[src/design/double_ended_ring_queue_macros.svh]
// Assertion macros shared by the double-ended ring queue modules.
`ifndef DOUBLE_ENDED_RING_QUEUE_MACROS_SVH
`define DOUBLE_ENDED_RING_QUEUE_MACROS_SVH

// Checks that the consequent holds in the same cycle as the antecedent.
`define DERQ_ASSERT_SAME(lbl, clk, rst_n, ante, cons, msg) \
    lbl: assert property (@(posedge clk) disable iff (!rst_n) (ante) |-> (cons)) \
        else $error(msg);

// Checks that the consequent holds in the cycle after the antecedent.
`define DERQ_ASSERT_NEXT(lbl, clk, rst_n, ante, cons, msg) \
    lbl: assert property (@(posedge clk) disable iff (!rst_n) (ante) |=> (cons)) \
        else $error(msg);

`endif

[src/design/derq_pkg.sv]
// Package with the operation and status codes of the double-ended ring queue.
`default_nettype none

package derq_pkg;

    // Operation codes carried in the mode field of a command beat.
    typedef enum logic [2:0] {
        MODE_PUSH_BACK  = 3'd0,
        MODE_PUSH_FRONT = 3'd1,
        MODE_POP_FRONT  = 3'd2,
        MODE_POP_BACK   = 3'd3,
        MODE_READ_AT    = 3'd4,
        MODE_CLEAR      = 3'd5
    } mode_t;

    // Status codes carried in the status field of a response beat.
    typedef enum logic [1:0] {
        STATUS_OK    = 2'd0,
        STATUS_EMPTY = 2'd1,
        STATUS_FULL  = 2'd2
    } status_t;

    // An operation handed from the control unit to the response stage.
    typedef struct packed {
        logic    valid;
        logic    use_ram;
        status_t status;
    } issue_t;

endpackage

`default_nettype wire

[src/design/derq_if.sv]
// Command and response channel interfaces of the double-ended ring queue.
`default_nettype none

interface derq_cmd_if #(
    parameter int DEPTH      = 16,
    parameter int DATA_WIDTH = 32
);
    localparam int SLOT_W = $clog2(DEPTH);

    logic                  valid;
    logic                  ready;
    logic [2:0]            mode;
    logic [DATA_WIDTH-1:0] write_data;
    logic [SLOT_W-1:0]     index;

    modport source (output valid, mode, write_data, index, input ready);
    modport sink   (input valid, mode, write_data, index, output ready);
endinterface

interface derq_rsp_if #(
    parameter int DEPTH      = 16,
    parameter int DATA_WIDTH = 32
);
    localparam int COUNT_W = $clog2(DEPTH + 1);

    logic                  valid;
    logic                  ready;
    logic [1:0]            status;
    logic [DATA_WIDTH-1:0] read_data;
    logic [COUNT_W-1:0]    fill_level;

    modport source (output valid, status, read_data, fill_level, input ready);
    modport sink   (input valid, status, read_data, fill_level, output ready);
endinterface

`default_nettype wire

[src/design/derq_ram.sv]
// Generic single-port synchronous RAM with a registered read.
`default_nettype none

module derq_ram #(
    parameter int WIDTH = 32,
    parameter int DEPTH = 16
) (
    input  wire logic                     clk,
    input  wire logic                     en,
    input  wire logic                     we,
    input  wire logic [$clog2(DEPTH)-1:0] addr,
    input  wire logic [WIDTH-1:0]         wdata,
    output      logic [WIDTH-1:0]         rdata
);

    logic [WIDTH-1:0] mem [DEPTH];
    logic [WIDTH-1:0] rdata_reg;

    // Write or read one entry per cycle; the read data holds until the next read.
    always_ff @(posedge clk)
    begin
        if (en)
        begin
            if (we)
            begin
                mem[addr] <= wdata;
            end
            else
            begin
                rdata_reg <= mem[addr];
            end
        end
    end

    assign rdata = rdata_reg;

endmodule

`default_nettype wire

[src/design/derq_ctrl.sv]
// Control unit: head slot, fill count and RAM access for each operation.
`default_nettype none

`include "double_ended_ring_queue_macros.svh"

module derq_ctrl #(
    parameter int DEPTH      = 16,
    parameter int DATA_WIDTH = 32
) (
    input  wire logic                           clk,
    input  wire logic                           rst_n,
    input  wire logic                           take,
    input  wire logic [2:0]                     mode,
    input  wire logic [DATA_WIDTH-1:0]          write_data,
    input  wire logic [$clog2(DEPTH)-1:0]       index,
    output      logic                           ram_en,
    output      logic                           ram_we,
    output      logic [$clog2(DEPTH)-1:0]       ram_addr,
    output      logic [DATA_WIDTH-1:0]          ram_wdata,
    output      derq_pkg::issue_t               issue,
    output      logic [$clog2(DEPTH + 1)-1:0]   fill
);

    localparam int SLOT_W  = $clog2(DEPTH);
    localparam int COUNT_W = $clog2(DEPTH + 1);

    logic [SLOT_W-1:0]  head_reg;
    logic [SLOT_W-1:0]  head_next;
    logic [COUNT_W-1:0] count_reg;
    logic [COUNT_W-1:0] count_next;
    logic [COUNT_W-1:0] last_pos;
    logic               full;
    logic               empty;
    derq_pkg::status_t  status;
    logic               use_ram;

    assign full     = (count_reg == COUNT_W'(DEPTH));
    assign empty    = (count_reg == '0);
    assign last_pos = count_reg - 1'b1;

    // Decode the operation, pick the slot and work out the new head and count.
    always_comb
    begin
        head_next  = head_reg;
        count_next = count_reg;
        ram_en     = 1'b0;
        ram_we     = 1'b0;
        ram_addr   = head_reg;
        status     = derq_pkg::STATUS_OK;
        use_ram    = 1'b0;
        if (take)
        begin
            unique case (derq_pkg::mode_t'(mode))
                derq_pkg::MODE_PUSH_BACK:
                begin
                    if (full)
                    begin
                        status = derq_pkg::STATUS_FULL;
                    end
                    else
                    begin
                        ram_en     = 1'b1;
                        ram_we     = 1'b1;
                        ram_addr   = head_reg + count_reg[SLOT_W-1:0];
                        count_next = count_reg + 1'b1;
                    end
                end
                derq_pkg::MODE_PUSH_FRONT:
                begin
                    if (full)
                    begin
                        status = derq_pkg::STATUS_FULL;
                    end
                    else
                    begin
                        ram_en     = 1'b1;
                        ram_we     = 1'b1;
                        ram_addr   = head_reg - 1'b1;
                        head_next  = head_reg - 1'b1;
                        count_next = count_reg + 1'b1;
                    end
                end
                derq_pkg::MODE_POP_FRONT:
                begin
                    if (empty)
                    begin
                        status = derq_pkg::STATUS_EMPTY;
                    end
                    else
                    begin
                        ram_en     = 1'b1;
                        use_ram    = 1'b1;
                        ram_addr   = head_reg;
                        head_next  = head_reg + 1'b1;
                        count_next = count_reg - 1'b1;
                    end
                end
                derq_pkg::MODE_POP_BACK:
                begin
                    if (empty)
                    begin
                        status = derq_pkg::STATUS_EMPTY;
                    end
                    else
                    begin
                        ram_en     = 1'b1;
                        use_ram    = 1'b1;
                        ram_addr   = head_reg + last_pos[SLOT_W-1:0];
                        count_next = count_reg - 1'b1;
                    end
                end
                derq_pkg::MODE_READ_AT:
                begin
                    if (COUNT_W'(index) >= count_reg)
                    begin
                        status = derq_pkg::STATUS_EMPTY;
                    end
                    else
                    begin
                        ram_en   = 1'b1;
                        use_ram  = 1'b1;
                        ram_addr = head_reg + index;
                    end
                end
                derq_pkg::MODE_CLEAR:
                begin
                    head_next  = '0;
                    count_next = '0;
                end
                default:
                begin
                end
            endcase
        end
    end

    // Head slot and fill count.
    always_ff @(posedge clk or negedge rst_n)
    begin
        if (!rst_n)
        begin
            head_reg  <= '0;
            count_reg <= '0;
        end
        else
        begin
            head_reg  <= head_next;
            count_reg <= count_next;
        end
    end

    assign ram_wdata      = write_data;
    assign issue.valid    = take;
    assign issue.use_ram  = use_ram;
    assign issue.status   = status;
    assign fill           = count_next;

    `DERQ_ASSERT_SAME(a_count_in_range, clk, rst_n, 1'b1, count_reg <= COUNT_W'(DEPTH),
        "fill count exceeds the capacity")
    `DERQ_ASSERT_SAME(a_no_write_when_full, clk, rst_n, ram_en && ram_we, !full,
        "RAM write issued while the queue is full")
    `DERQ_ASSERT_NEXT(a_push_grows, clk, rst_n,
        ram_en && ram_we, count_reg == $past(count_reg) + 1'b1,
        "push did not grow the fill count by one")

endmodule

`default_nettype wire

[src/design/derq_resp.sv]
// Response stage: waits for the RAM read and holds the response beat.
`default_nettype none

`include "double_ended_ring_queue_macros.svh"

module derq_resp #(
    parameter int DEPTH      = 16,
    parameter int DATA_WIDTH = 32
) (
    input  wire logic                         clk,
    input  wire logic                         rst_n,
    input  wire derq_pkg::issue_t             issue,
    input  wire logic [$clog2(DEPTH + 1)-1:0] fill,
    input  wire logic [DATA_WIDTH-1:0]        ram_rdata,
    output      logic                         can_take,
    derq_rsp_if.source                        rsp
);

    localparam int COUNT_W = $clog2(DEPTH + 1);

    logic                  pend_valid_reg;
    logic                  pend_valid_next;
    logic                  pend_use_reg;
    derq_pkg::status_t     pend_status_reg;
    logic [COUNT_W-1:0]    pend_fill_reg;
    logic                  out_valid_reg;
    logic                  out_valid_next;
    derq_pkg::status_t     out_status_reg;
    logic [DATA_WIDTH-1:0] out_data_reg;
    logic [COUNT_W-1:0]    out_fill_reg;
    logic                  out_load;

    // The pending operation moves to the output register once that is free.
    assign out_load = pend_valid_reg && (!out_valid_reg || rsp.ready);
    assign can_take = !pend_valid_reg || out_load;

    always_comb
    begin
        pend_valid_next = pend_valid_reg;
        if (issue.valid)
        begin
            pend_valid_next = 1'b1;
        end
        else if (out_load)
        begin
            pend_valid_next = 1'b0;
        end
        out_valid_next = out_valid_reg;
        if (out_load)
        begin
            out_valid_next = 1'b1;
        end
        else if (rsp.ready)
        begin
            out_valid_next = 1'b0;
        end
    end

    // Valid flags of the pending and output stages.
    always_ff @(posedge clk or negedge rst_n)
    begin
        if (!rst_n)
        begin
            pend_valid_reg <= 1'b0;
            out_valid_reg  <= 1'b0;
        end
        else
        begin
            pend_valid_reg <= pend_valid_next;
            out_valid_reg  <= out_valid_next;
        end
    end

    // Payload of the pending and output stages.
    always_ff @(posedge clk)
    begin
        if (issue.valid)
        begin
            pend_use_reg    <= issue.use_ram;
            pend_status_reg <= issue.status;
            pend_fill_reg   <= fill;
        end
        if (out_load)
        begin
            out_status_reg <= pend_status_reg;
            out_data_reg   <= pend_use_reg ? ram_rdata : '0;
            out_fill_reg   <= pend_fill_reg;
        end
    end

    assign rsp.valid      = out_valid_reg;
    assign rsp.status     = out_status_reg;
    assign rsp.read_data  = out_data_reg;
    assign rsp.fill_level = out_fill_reg;

    `DERQ_ASSERT_SAME(a_no_issue_when_blocked, clk, rst_n,
        pend_valid_reg && !out_load, !issue.valid,
        "operation issued while the pending stage is blocked")
    `DERQ_ASSERT_SAME(a_error_reads_zero, clk, rst_n,
        out_valid_reg && (out_status_reg != derq_pkg::STATUS_OK), out_data_reg == '0,
        "failed operation returned nonzero data")

endmodule

`default_nettype wire

[src/design/double_ended_ring_queue.sv]
// Top level of the double-ended ring queue.
//
// The queue holds up to DEPTH elements of DATA_WIDTH bits in a circular RAM.
// Each beat on the cmd channel is one operation: push back, push front,
// pop front, pop back, read at a logical index from the front, or clear.
// Every operation produces exactly one beat on the rsp channel with a status
// (ok, empty or index out of range, full), the data popped or read (zero
// otherwise) and the fill level after the operation.
// The RAM access and the pending stage both register at the accept edge, and
// the output register loads from them once it is free, and the response beat
// is taken from the output register. The head slot and fill count update at
// accept, so a new command is taken every cycle while the receiver keeps up,
// for a throughput of one operation per cycle, set by the single RAM port
// that serves one read or one write per cycle.
// Reset empties the queue at once; the RAM contents are not cleared and are
// never returned before being written. When the receiver stalls, the response
// waits in the output register, one more operation waits for it, and cmd.ready
// drops until the output register frees up.
`default_nettype none

module double_ended_ring_queue #(
    parameter int DEPTH      = 16,
    parameter int DATA_WIDTH = 32
) (
    input  wire logic clk,
    input  wire logic rst_n,
    derq_cmd_if.sink  cmd,
    derq_rsp_if.source rsp
);

    localparam int SLOT_W  = $clog2(DEPTH);
    localparam int COUNT_W = $clog2(DEPTH + 1);

    logic                  can_take;
    logic                  take;
    logic                  ram_en;
    logic                  ram_we;
    logic [SLOT_W-1:0]     ram_addr;
    logic [DATA_WIDTH-1:0] ram_wdata;
    logic [DATA_WIDTH-1:0] ram_rdata;
    derq_pkg::issue_t      issue;
    logic [COUNT_W-1:0]    fill;

    assign cmd.ready = can_take;
    assign take      = cmd.valid && can_take;

    derq_ctrl #(
        .DEPTH      (DEPTH),
        .DATA_WIDTH (DATA_WIDTH)
    ) u_ctrl (
        .clk        (clk),
        .rst_n      (rst_n),
        .take       (take),
        .mode       (cmd.mode),
        .write_data (cmd.write_data),
        .index      (cmd.index),
        .ram_en     (ram_en),
        .ram_we     (ram_we),
        .ram_addr   (ram_addr),
        .ram_wdata  (ram_wdata),
        .issue      (issue),
        .fill       (fill)
    );

    derq_ram #(
        .WIDTH (DATA_WIDTH),
        .DEPTH (DEPTH)
    ) u_ram (
        .clk   (clk),
        .en    (ram_en),
        .we    (ram_we),
        .addr  (ram_addr),
        .wdata (ram_wdata),
        .rdata (ram_rdata)
    );

    derq_resp #(
        .DEPTH      (DEPTH),
        .DATA_WIDTH (DATA_WIDTH)
    ) u_resp (
        .clk       (clk),
        .rst_n     (rst_n),
        .issue     (issue),
        .fill      (fill),
        .ram_rdata (ram_rdata),
        .can_take  (can_take),
        .rsp       (rsp)
    );

endmodule

`default_nettype wire

[src/flat_wrapper.sv]
// flat-port wrapper written by rule: the top's interface ports become plain ports
module double_ended_ring_queue_flat 
#(
    parameter int DEPTH      = 16,
    parameter int DATA_WIDTH = 32
)
  (clk, rst_n, cmd_valid, cmd_mode, cmd_write_data, cmd_index, cmd_ready, rsp_valid, rsp_status, rsp_read_data, rsp_fill_level, rsp_ready);
  derq_cmd_if #(.DEPTH(DEPTH), .DATA_WIDTH(DATA_WIDTH)) cmd_i ();
  derq_rsp_if #(.DEPTH(DEPTH), .DATA_WIDTH(DATA_WIDTH)) rsp_i ();
  input  wire logic clk;
  input  wire logic rst_n;
  input wire logic [$bits(cmd_i.valid)-1:0] cmd_valid;
  input wire logic [$bits(cmd_i.mode)-1:0] cmd_mode;
  input wire logic [$bits(cmd_i.write_data)-1:0] cmd_write_data;
  input wire logic [$bits(cmd_i.index)-1:0] cmd_index;
  output wire logic [$bits(cmd_i.ready)-1:0] cmd_ready;
  output wire logic [$bits(rsp_i.valid)-1:0] rsp_valid;
  output wire logic [$bits(rsp_i.status)-1:0] rsp_status;
  output wire logic [$bits(rsp_i.read_data)-1:0] rsp_read_data;
  output wire logic [$bits(rsp_i.fill_level)-1:0] rsp_fill_level;
  input wire logic [$bits(rsp_i.ready)-1:0] rsp_ready;
  assign cmd_i.valid = cmd_valid;
  assign cmd_i.mode = cmd_mode;
  assign cmd_i.write_data = cmd_write_data;
  assign cmd_i.index = cmd_index;
  assign cmd_ready = cmd_i.ready;
  assign rsp_valid = rsp_i.valid;
  assign rsp_status = rsp_i.status;
  assign rsp_read_data = rsp_i.read_data;
  assign rsp_fill_level = rsp_i.fill_level;
  assign rsp_i.ready = rsp_ready;
  double_ended_ring_queue #(.DEPTH(DEPTH), .DATA_WIDTH(DATA_WIDTH)) u_core (.clk(clk), .rst_n(rst_n), .cmd(cmd_i), .rsp(rsp_i));
endmodule
[config.mk]
export PLATFORM = sky130hd
export DESIGN_NAME = double_ended_ring_queue_flat
export DESIGN_NICKNAME = d
export VERILOG_FILES = /design/src/design/derq_pkg.sv /design/src/design/derq_if.sv /design/src/design/derq_ram.sv /design/src/design/derq_ctrl.sv /design/src/design/derq_resp.sv /design/src/design/double_ended_ring_queue.sv /design/src/flat_wrapper.sv
export VERILOG_INCLUDE_DIRS = /design/src /design/src/design
export SDC_FILE = /design/constraint.sdc
export NUM_CORES = 1
export LEC_CHECK = 0
export BUFFER_PORTS_ARGS = -buffer_cell sky130_fd_sc_hd__buf_2
export CAP_MARGIN = 20
export CELL_PAD_IN_SITES_DETAIL_PLACEMENT = 2
export CELL_PAD_IN_SITES_GLOBAL_PLACEMENT = 2
export CORE_MARGIN = 10
export CORE_UTILIZATION = 42
export DETAILED_ROUTE_END_ITERATION = 7
export PLACE_DENSITY = 0.8
export SLEW_MARGIN = 20
export SYNTH_ARGS = -nofsm -noshare
export SYNTH_HDL_FRONTEND = slang
export SYNTH_SLANG_ARGS = --single-unit
[constraint.sdc]
create_clock -name clk -period 5.7 [get_ports clk]
set_input_delay 0.285 -clock clk [delete_from_list [all_inputs] [get_ports clk]]
set_output_delay 0.285 -clock clk [all_outputs]
set_load 0.005 [all_outputs]
=== Word level (Yosys, flattened, before mapping) ===
Memory sizes are Yosys's and may differ from the RTL's. A register that Yosys moved wholly into a read port is not among the register bits.
Cells that the tools add are included.

* Word-level logic and storage cells: 73
* RAM bits: 512
* Register bits: 58
* Memories kept: 1
* Input port bits: 43
* Output and inout port bits: 41

{| class="wikitable"
|+ Memory list
! memory !! depth !! bits a word !! rd ports !! clocked after Yosys merged registers in !! wr ports !! line !! text
|-
| u_core.u_ram.mem || 16 || 32 || 1 || 1 || 1 || derq_ram.sv:16 || <nowiki>logic [WIDTH-1:0] mem [DEPTH];</nowiki>
|}

* Magnitude comparators: 1
* Bitwise logic cells: 1
* Muxes and demuxes: 31
* Equality and inequality tests: 7
* Add/sub/neg operators: 7
* Reduce and logical (&&, ||, !) cells: 15

{| class="wikitable"
|+ Operators by type and width
! kind !! count
|-
| $mux 4 || 6
|-
| $pmux 4 s4 || 1
|-
| $mux 1 || 15
|-
| $mux 5 || 3
|-
| $pmux 5 s3 || 1
|-
| $add 4x4->4 || 3
|-
| $pmux 4 s3 || 1
|-
| $eq 3x2->1 const B || 2
|-
| $eq 3x3->1 const B || 2
|-
| $pmux 2 s3 || 1
|-
| $add 5x1->5 const B || 1
|-
| $eq 5x5->1 const B || 1
|-
| $ge 4x5->1 || 1
|-
| $logic_not 5->1 || 1
|-
| $sub 5x1->5 const B || 1
|-
| $add 4x1->4 const B || 1
|-
| $reduce_bool 2->1 || 2
|-
| $reduce_or 2->1 || 2
|-
| $sub 4x1->4 const B || 1
|-
| $eq 3x1->1 const B || 1
|-
| $logic_not 3->1 || 1
|-
| $pmux 1 s3 || 1
|-
| $reduce_and 3->1 || 1
|-
| $reduce_bool 3->1 || 1
|-
| 8 further kinds || 11
|}

=== Longest topological paths before layout ===
Gate-level depths: netlist of the first run.

* Depth in word-level cells: 9
* Mapped depth: 15

=== Hierarchy ===
A second synthesis of the first run with hierarchy kept.

* Cells, all modules: 1177
* Area total of the unflattened synthesis: 23757.8 sq um

{| class="wikitable"
|+ Modules (own cells, without submodules)
! module !! cells an instance !! area an instance (sq um) !! times used
|-
| derq_ram || 844 || 20216.9 || 1
|-
| derq_ctrl || 242 || 1781.7 || 1
|-
| derq_resp || 90 || 1752.9 || 1
|-
| double_ended_ring_queue || 1 || 6.3 || 1
|}

=== Least setup slack after synthesis of the first run ===
No wires, ideal clock.

* Path type: flip-flop to flip-flop
* Start: reg u_core.u_ctrl.count_reg[1]
* End: mem u_core.u_ram.mem[12][0] (enable)
* Slack: 310 ps
* Cell stages (with the launch flop): 14
* Data required time: 5239 ps
* Clock period less this slack: 5390 ps
* Arrival: 4929 ps
* Cells stage by stage: dfrtp_1 -> inv_1 -> ha_1 -> or4b_1 -> buf_2 -> mux2_1 -> o32ai_1 -> a21oi_1 -> o2bb2ai_4 -> buf_4 -> buf_2 -> or2_2 -> clkbuf_1 -> nor3_1

* Word-level cells in the longest chain between the ends: 7

{| class="wikitable"
|+ Ends and longest elaborated chain
! what !! line !! text
|-
| from (decl) || derq_ctrl.sv:29 || <nowiki>logic [COUNT_W-1:0] count_reg;</nowiki>
|-
| from (signal assigned) || derq_ctrl.sv:148 || <nowiki>count_reg <= count_next;</nowiki>
|-
| parallel branches: the longest is 7 deep, another holds $sub 5x1->5 || - ||
|-
| to (decl) || derq_ram.sv:16 ||
|}

Several ways; the timed one is not identified.

=== Worst setup path in the final report of the first run ===
* Start: reg u_core.u_ctrl.count_reg[3]
* End: mem u_core.u_ram.mem[14][12] (enable)

The elaborated chain is that of the path after synthesis.

==> impl_metrics.yaml, run 1 <==
final_layout:
  nets: 1674
  final_cell_mix: "591 x edfxtp_1, 155 x nand2_1, 148 x a21oi_1"
  largest_reg_flops: 512
  drive_above_1_share_pct: 14.7
  area_delta_synth_final_pct: 14.4
  layout_commonest_cell: "edfxtp_1"
  num_antenna_cells: 0
  final_util_pct: 48.6
critical_path:
  crit_start: "u_core.u_ctrl.count_reg[3]"
  crit_family: "simple AND/OR/NAND/NOR gates"
  path_buf_inv: 2
  critPathSlowestCell: "nor3_2"
  crit_required_ps: 5920
  cp-end-kind: "register"
  crit_type: "reg2reg"
  cpPeakStageDelay_ps: 920
  critPathMaxFanout: 23
  critical_path.startpoint_type: "register"
  r2r-start: "u_core.u_ctrl.count_reg[3]"
  arrival_ps: 5200
  crit_chain: "inv_1 > ha_1 > a2111o_1 > a2111oi_0 > o31ai_1 > nand4_1 > nand2_2 > nor3_2 > buf_4"
power:
  sw_frac_of_total_pct: 33.5
  ir_drop_uv: 306
  clock_power_share_pct: 31.0
  power.leakage_uw: 0.00946
  p_int_uw: 8750
  pwr-share-seq_pct: 40.3
  power.density_nw_per_um2: 480
  comb_power_share_pct: 28.6
  p_sw_uw: 4410
logic_synthesis:
  synth_top_family_by_area: "compound AO/OA/AOI/OAI gates"
  synthSimpleGateAreaFrac_pct: 6.48
  ys_seq_area_share_pct: 75.1
  yosys_warnings: 0
  avgSynthCellArea_um2: 15.9
  syn_area_um2: 24000
  synth-edff-count: 591
  synth_cell_types: 53
  synth_xor_area_share_pct: 0.219
  muxShareOfSynthArea_pct: 5.47
  syn-instance-count: 1512
  synth_compound_area_share_pct: 9.23
  async_flop_share_pct: 1.83
  synthAdderAreaFrac_pct: 1.19
  syn_nets: 1576
  synth_seq_cells: 602
  synthFlopType: "edfxtp_1"
clock_network:
  hold_buffers: 3
  clkTransAtPathRegs_ps: 60
  cts-resized-gates: 0
  cts_sinks: 602
  postCtsSetupBuffers: 0
  root_buffer: "clkbuf_16"
  cts_inserted_buffers: 66
  max-clock-path-buffers: 3
  cts_tree: "built"
  htreeDepth: 3
  clock_latency_ps: 600
routing:
  num_vias: 14500
  wire_per_inst_um: 30.8
  remaining_drc_errors: 0
  detail-route-antenna-nets: 0
  wl_um: 74400
  drt_iter0_drc: 1151
  viasPerCell: 6.01
  drtPass1Iterations: 5
sta:
  fin_skew_ps: 32.2
  tightest_slew_ps: 1090
  slew_violations: 0
  hold_violations: 0
  fin_crit_ps: 4980
  fmaxAchievable_mhz: 201
  fin_crit_sh_pct: 87.3
  maxSlewHeadroom_pct: 27.0
  final-setup-viol-count: 0
  fin_setup_tns_ps: 0
  rsz0062_at_grt: "false"
floorplan:
  placementRows: 87
  pin_count: 84
  die_h_um: 259
  start_util_pct: 42.5
  fp.coreArea_um2: 56500
  die_x_um: 259
  dieArea_um2: 67100
placed_design:
  dp_hpwl_um: 44600
  port_buffers: 83
  gp_congestion: 0.858
global_routing:
  globalRouteTotalUtil_pct: 22.1
  grt_pass1_vias: 16200
  grt_antenna_before_repair: 0
  grt_max_degree: 147
  grt_pass1_wl_um: 111000
  grt.overflow.total: 0
outcome:
  status: "complete, no violations"
job:
  drv_cap: 0
hold_path:
  hold_path.startpoint: "cmd_write_data[1]"
  hp-class: "in2reg"
layout make-up:
class / count / area (um^2)
Fill cell: 5181 / 29100
Timing Repair Buffer: 134 / 868
Tap cell: 756 / 946
Sequential cell: 602 / 18000
Inverter: 14 / 52.6
Multi-Input combinational cell: 792 / 5530
Clock inverter: 28 / 208
Clock buffer: 87 / 1800
stage by stage:
stage | hold slack (ps) | setup WS (ps) | instances | instance area, um^2 | total power, uW
finish | 85.2 | 722 | 2413 | 27400 | 13200
global route | 72.1 | 570 | 2413 | 27400 | 13700
CTS | 51.4 | 893 | 2413 | 27400 | 13200
detailed placement | 204 | 963 | 2295 | 25400 | 9120
global placement | 204 | 1190 | 2295 | 25400 | 8840
floorplan | -10.6 | 310 | 1512 | 24000 | 7830
kinds of logic after synthesis:
group	count (synthesis)
adders and majority gates	21
AOI/OAI and AO/OA	324
xor gates and xnor gates	6
buffers and inverters	118
DFF	602
muxes	131
and+or+nand+nor	310
synthesized netlist by cell type, types with 11 or more instances:
cell | n | area share (%)
edfxtp_1 | 591 | 74
nand2_1 | 156 | 2.4
a21oi_1 | 148 | 3.1
a221oi_1 | 131 | 4.8
mux2i_1 | 130 | 5.4
clkbuf_1 | 47 | 0.74
buf_2 | 41 | 0.86
and2_1 | 35 | 0.91
or4_1 | 32 | 1.0
nor3_1 | 24 | 0.50
ha_1 | 18 | 0.94
nor2_1 | 16 | 0.25
inv_1 | 14 | 0.22
o21ai_0 | 14 | 0.29
dfrtp_1 | 11 | 1.1
power groups by stage:
stage	registers, uW	clock network [uW]	logic, uW
floorplan	5330	0	2500
global placement	5370	0	3470
detailed placement	5390	0	3730
CTS	5310	4160	3790
global route	5320	4320	4090
finish	5310	4080	3770
layer usage:
metal | vias to the layer above | part of all wire [%] | wire length [um] | track usage (%)
li1 | 6194 | - | - | -
met1 | 7754 | 41 | 30600 | 27.4
met2 | 419 | 52 | 38700 | 39.1
met3 | 139 | 3.9 | 2900 | 3.15
met4 | 0 | 3.0 | 2220 | 7.43
met5 | - | 0 | 0 | 0
final timing paths:
kind	cells past startpoint	slack, ps	to
worst max register to register	9	720	u_core.u_ram.mem[14][12]
worst max-delay path	9	720	u_core.u_ram.mem[14][12]
max in group asynchronous	2	5320	u_core.u_ctrl.head_reg[1]
worst min-delay path	1	90	u_core.u_ram.mem[6][1]
min in group asynchronous	2	110	u_core.u_ctrl.head_reg[2]
worst min register to register	0	420	u_core.u_resp.rsp.fill_level[2]
Note: power is estimated with default switching activity, not from simulation.
==> run 2: changes to the inputs <==
CORE_UTILIZATION = 44   (was 42)
SYNTH_HIERARCHICAL = 1   (was not set)
==> run 2 against run 1 <==
Effect of this change:
- routed wire length decreased by 8.1%
- critical path depth grew 3
- die area down 5.0%
- hold slack got worse by 43 ps
- combinational power decreased by 13%
- critical path type unchanged
- register-to-register slack got worse by 40 ps
- synthesized cell count is 22% lower
==> impl_metrics.yaml, run 2 <==
outcome:
  status: "complete, no violations"
clock_network:
  cts_inserted_buffers: 61
  cts-resized-gates: 0
  cts_sinks: 602
  hold_buffers: 2
  max-clock-path-buffers: 3
  htreeDepth: 2
  root_buffer: "clkbuf_16"
  cts_tree: "built"
  postCtsSetupBuffers: 0
  clkTransAtPathRegs_ps: 70
  clock_latency_ps: 640
floorplan:
  start_util_pct: 44.3
  placementRows: 85
  pin_count: 84
  dieArea_um2: 63700
  die_x_um: 252
  die_h_um: 252
  fp.coreArea_um2: 53600
routing:
  wl_um: 68400
  viasPerCell: 6.01
  drtPass1Iterations: 5
  remaining_drc_errors: 0
  wire_per_inst_um: 34.1
  detail-route-antenna-nets: 0
  drt_iter0_drc: 1063
  num_vias: 12100
power:
  ir_drop_uv: 271
  power.leakage_uw: 0.00868
  power.density_nw_per_um2: 461
critical_path:
  cp-end-kind: "register"
  crit_family: "compound AO/OA/AOI/OAI gates"
  critical_path.startpoint_type: "register"
  arrival_ps: 5380
  crit_required_ps: 6070
  crit_type: "reg2reg"
  cpPeakStageDelay_ps: 730
  crit_top_cell: "buf_4"
  critPathSlowestCell: "buf_4"
  crit_chain: "inv_1 > ha_1 > a211oi_1 > o32a_1 > nor2b_1 > a222oi_1 > o21ai_4 > buf_4 > buf_4 > mux4_2 > a22oi_1 > nand2_1"
  path_buf_inv: 3
  critPathMaxFanout: 51
logic_synthesis:
  synth_top_area_share_pct: 74.7
  syn-instance-count: 1177
  syn_area_um2: 23800
  synth-edff-count: 591
  synth_cell_types: 54
  syn_nets: 1240
  post-synth-top-count-cell: "edfxtp_1"
  synth_seq_cells: 602
  yosysTopAreaCell: "edfxtp_1"
  ys_seq_area_share_pct: 75.9
  synthFlopType: "edfxtp_1"
  synth_area_leaders: "edfxtp_1 75%, mux4_2 12%, a22oi_1 2.1%"
  yosys_warnings: 6
  async_flop_share_pct: 1.83
  synth_common_cells: "591 x edfxtp_1, 128 x mux4_2, 67 x a22oi_1"
  avgSynthCellArea_um2: 20.2
placed_design:
  post-place-ws_ps: 836
  port_buffers: 83
  gp_congestion: 0.841
  dp_hpwl_um: 41600
sta:
  rsz0062_at_grt: "false"
  maxSlewHeadroom_pct: 35.0
  tightest_slew_ps: 973
  fin_crit_ps: 5010
  fin_setup_tns_ps: 0
  fin_crit_sh_pct: 88.0
  slew_violations: 0
  fmaxAchievable_mhz: 199
  fin_skew_ps: 12.6
  final-setup-viol-count: 0
  finalWorstSetupSlack_ps: 687
  hold_violations: 0
final_layout:
  drive_above_1_share_pct: 29.3
  area_delta_synth_final_pct: 12.9
  nets: 1330
  layout_commonest_cell: "edfxtp_1"
  largest_reg_flops: 512
  final_cell_mix: "591 x edfxtp_1, 128 x mux4_2, 83 x buf_2"
job:
  drv_cap: 0
global_routing:
  grt.overflow.total: 0
  grt_max_degree: 77
  grt_pass1_wl_um: 101000
  globalRouteTotalUtil_pct: 21.9
  grt_antenna_before_repair: 2
  grt_pass1_vias: 13700
hold_path:
  hp-class: "in2reg"
## run 2: changes by cell type in the layout (fill, tap and decap cells not counted), sizes merged, moves of 10 or more
cell,previous run,this run
a21oi,148,12
a221oi,131,2
a22oi,1,67
buf,131,121
mux2i,130,0
mux4,0,128
nand2,156,57
nor2,16,26
nor3,24,13
or4,32,1
## run 2: final cells by class
type	instances	area, um^2
Antenna cell	1	2.50
Clock buffer	78	1630
Clock inverter	28	200
Fill cell	4717	26800
Inverter	14	52.6
Multi-Input combinational cell	465	5280
Sequential cell	602	18000
Tap cell	696	871
Timing Repair Buffer	123	771
## run 2: worst paths after layout
kind	from	to	slack [ps]	depth (start not counted)
setup / recovery	u_core/u_ctrl/count_reg[2]	u_core/u_ram/rdata[0]	690	12
hold / removal	cmd_write_data[30]	u_core/u_ram/mem[11][30]	40	1
setup reg to reg	u_core/u_ctrl/count_reg[2]	u_core/u_ram/rdata[0]	690	12
hold reg to reg	u_core/u_resp/pend_fill_reg[1]	u_core/u_resp/rsp.fill_level[1]	420	0
max in group asynchronous	rst_n	u_core/u_ctrl/count_reg[2]	5370	2
min in group asynchronous	rst_n	u_core/u_ctrl/head_reg[1]	80	2
## run 2: layer usage
layer / track usage, % / up-vias / wire [um]
met5: 0 / - / 9
met4: 8.33 / 2 / 2360
met3: 3.33 / 130 / 3240
met2: 37.7 / 403 / 35500
met1: 27.4 / 6572 / 27300
li1: - / 4963 / -
## run 2: kinds of logic (layout without fill, tap and decap cells)
kind of cell	count (synthesis)	in the layout	share of synthesized area, %
flops	602	602	75.9
simple gates	174	174	3.89
compound gates	134	134	4.00
mux	128	128	12.1
buf+inv	110	243	2.64
fa+ha+maj	20	20	1.15
xor+xnor	9	9	0.332
other cells	0	1	0
## run 2: power by group
| group | internal [uW] | switching (uW) | leakage (uW) |
|---|---|---|---|
| clock | 2130 | 1700 | 0.000891 |
| combinational | 1390 | 1880 | 0.00229 |
| sequential | 5100 | 157 | 0.00550 |
| total | 8630 | 3740 | 0.00868 |
## run 2: metrics by stage
stage | cell area, um^2 | instances | utilization, % | power (uW) | hold WS (ps)
floorplan | 23800 | 1177 | - | 7590 | -10.6
global placement | 25000 | 1898 | 46.6 | 8410 | 201
detailed placement | 25000 | 1898 | 46.6 | 8630 | 219
CTS | 26800 | 2006 | 50.0 | 12500 | 7.35
global route | 26800 | 2006 | 50.1 | 12900 | 34.4
finish | 26800 | 2007 | 50.1 | 12400 | 41.7
==> run 3: changes to the inputs <==
CORE_UTILIZATION = 45   (was 44)
PLACE_DENSITY = 0.81   (was 0.8)
SYNTH_HIERARCHICAL = not set   (was 1)
clock period = 6.3 ns   (was 5.7 ns; I/O delays follow)
==> run 3 against run 2 <==
Effect of this change:
- die area fell by 1.2%
- setup slack improved by 300 ps
- fmax fell by 5.7%
- combinational power rose by 7.0%
- routed wire length rose by 19%
- count of clock-buffer cells in the layout rose by 7
- register-to-register slack improved by 300 ps
==> impl_metrics.yaml, run 3 (synthesis results as in run 1) <==
routing:
  remaining_drc_errors: 0
  wl_um: 81000
  num_vias: 14900
  drt_iter0_drc: 1483
  wire_per_inst_um: 34.6
  drtPass1Iterations: 6
  detail-route-antenna-nets: 0
  viasPerCell: 6.37
global_routing:
  grt_max_degree: 105
  grt.overflow.total: 0
  grt_antenna_before_repair: 1
  grt_pass1_vias: 16700
  grt_pass1_wl_um: 119000
  globalRouteTotalUtil_pct: 25.5
clock_network:
  root_buffer: "clkbuf_16"
  cts-resized-gates: 0
  cts_tree: "built"
  max-clock-path-buffers: 3
  hold_buffers: 2
  clock_latency_ps: 620
  cts_sinks: 602
  clkTransAtPathRegs_ps: 60
  cts_inserted_buffers: 66
  postCtsSetupBuffers: 0
  htreeDepth: 3
floorplan:
  pin_count: 84
  dieArea_um2: 62900
  die_h_um: 251
  fp.coreArea_um2: 52700
  die_x_um: 251
  placementRows: 84
  start_util_pct: 45.5
sta:
  finalWorstSetupSlack_ps: 985
  fin_crit_ps: 5310
  hold_violations: 0
  final-setup-viol-count: 0
  holdWs_ps: 52.0
  fin_setup_tns_ps: 0
  slew_violations: 0
  tightest_slew_ps: 1130
  fmaxAchievable_mhz: 188
  fin_crit_sh_pct: 84.4
  rsz0062_at_grt: "false"
  maxSlewHeadroom_pct: 24.5
  fin_skew_ps: 29.0
placed_design:
  post-place-ws_ps: 1180
  gp_congestion: 0.839
  port_buffers: 83
  dp_hpwl_um: 47600
job:
  drv_cap: 0
critical_path:
  critPathMaxFanout: 33
  arrival_ps: 5650
  critical_path.startpoint_type: "register"
  crit_family: "compound AO/OA/AOI/OAI gates"
  crit_chain: "inv_1 > ha_1 > nor4b_4 > o21ai_0 > a211oi_1 > a21oi_1 > o21ai_4 > buf_4 > mux2i_1 > a221oi_1 > or4_1"
  crit_required_ps: 6630
  crit_type: "reg2reg"
  path_buf_inv: 2
  cp-end-kind: "register"
  cpPeakStageDelay_ps: 810
  rr_worst_depth: 11
  path_depth: 11
  critPathSlowestCell: "o21ai_4"
hold_path:
  hold_depth: 3
  hp-class: "in2reg"
power:
  power.density_nw_per_um2: 443
  power.leakage_uw: 0.00947
  ir_drop_uv: 249
final_layout:
  final_cell_mix: "591 x edfxtp_1, 155 x nand2_1, 148 x a21oi_1"
  nets: 1671
  largest_reg_flops: 512
  fillers: 4666
  num_antenna_cells: 0
  drive_above_1_share_pct: 14.8
  area_delta_synth_final_pct: 14.1
  final_util_pct: 52.0
  layout_commonest_cell: "edfxtp_1"
outcome:
  status: "complete, no violations"
run 3: final timing paths:
| path | end | slack [ps] | startpoint |
|---|---|---|---|
| max in group asynchronous | u_core.u_ctrl.count_reg[2] | 5820 | rst_n |
| min in group asynchronous | u_core.u_ctrl.head_reg[1] | 180 | rst_n |
| min | u_core.u_resp.rsp.valid | 50 | rsp_ready |
| max | u_core.u_ram.rdata[12] | 990 | u_core.u_ctrl.count_reg[0] |
| max reg2reg | u_core.u_ram.rdata[12] | 990 | u_core.u_ctrl.count_reg[0] |
| min reg2reg | u_core.u_resp.rsp.fill_level[0] | 420 | u_core.u_resp.pend_fill_reg[0] |
run 3: cell type report:
type,instances,area [um^2],area share [%]
clock buffer,85,1830,6.68
tap,688,861,3.14
multi-input combinational,792,5540,20.2
inverter,14,52.6,0.192
sequential,602,18000,65.8
clock inverter,33,233,0.850
timing repair buffer,131,835,3.05
run 3: power by group:
part           total, uW  leakage, uW  internal (uW)  switching (uW)
Sequential          4820      0.00550           4660             159
Combinational       3510      0.00298           1110            2400
Clock               3810     0.000999           2170            1630
Total              12100      0.00947           7950            4190
run 3: layer usage:
metal	part of all wire [%]	vias up	track usage (%)
li1	-	6186	-
met1	40	7935	31.4
met2	50	614	42.9
met3	5.3	210	4.80
met4	4.4	2	12.0
met5	0.016	-	0
run 3: worst register-to-register path: stages, from the launching register on:
cell      delay (ps)
dfrtp_1          520
inv_1            210
ha_1             240
nor4b_4          640
o21ai_0          190
a211oi_1         410
a21oi_1          240
o21ai_4          810
buf_4            630
mux2i_1          390
a221oi_1         160
or4_1            610
run 3: per-stage QoR:
step / power [uW] / area, um^2 / instances
3_5_place_dp: 8290 / 25300 / 2225
4_1_cts: 12200 / 27400 / 2345
5_1_grt: 12600 / 27400 / 2345
2_1_floorplan: 7080 / 24000 / 1512
6_report: 12100 / 27400 / 2345
3_3_place_gp: 7980 / 25300 / 2225
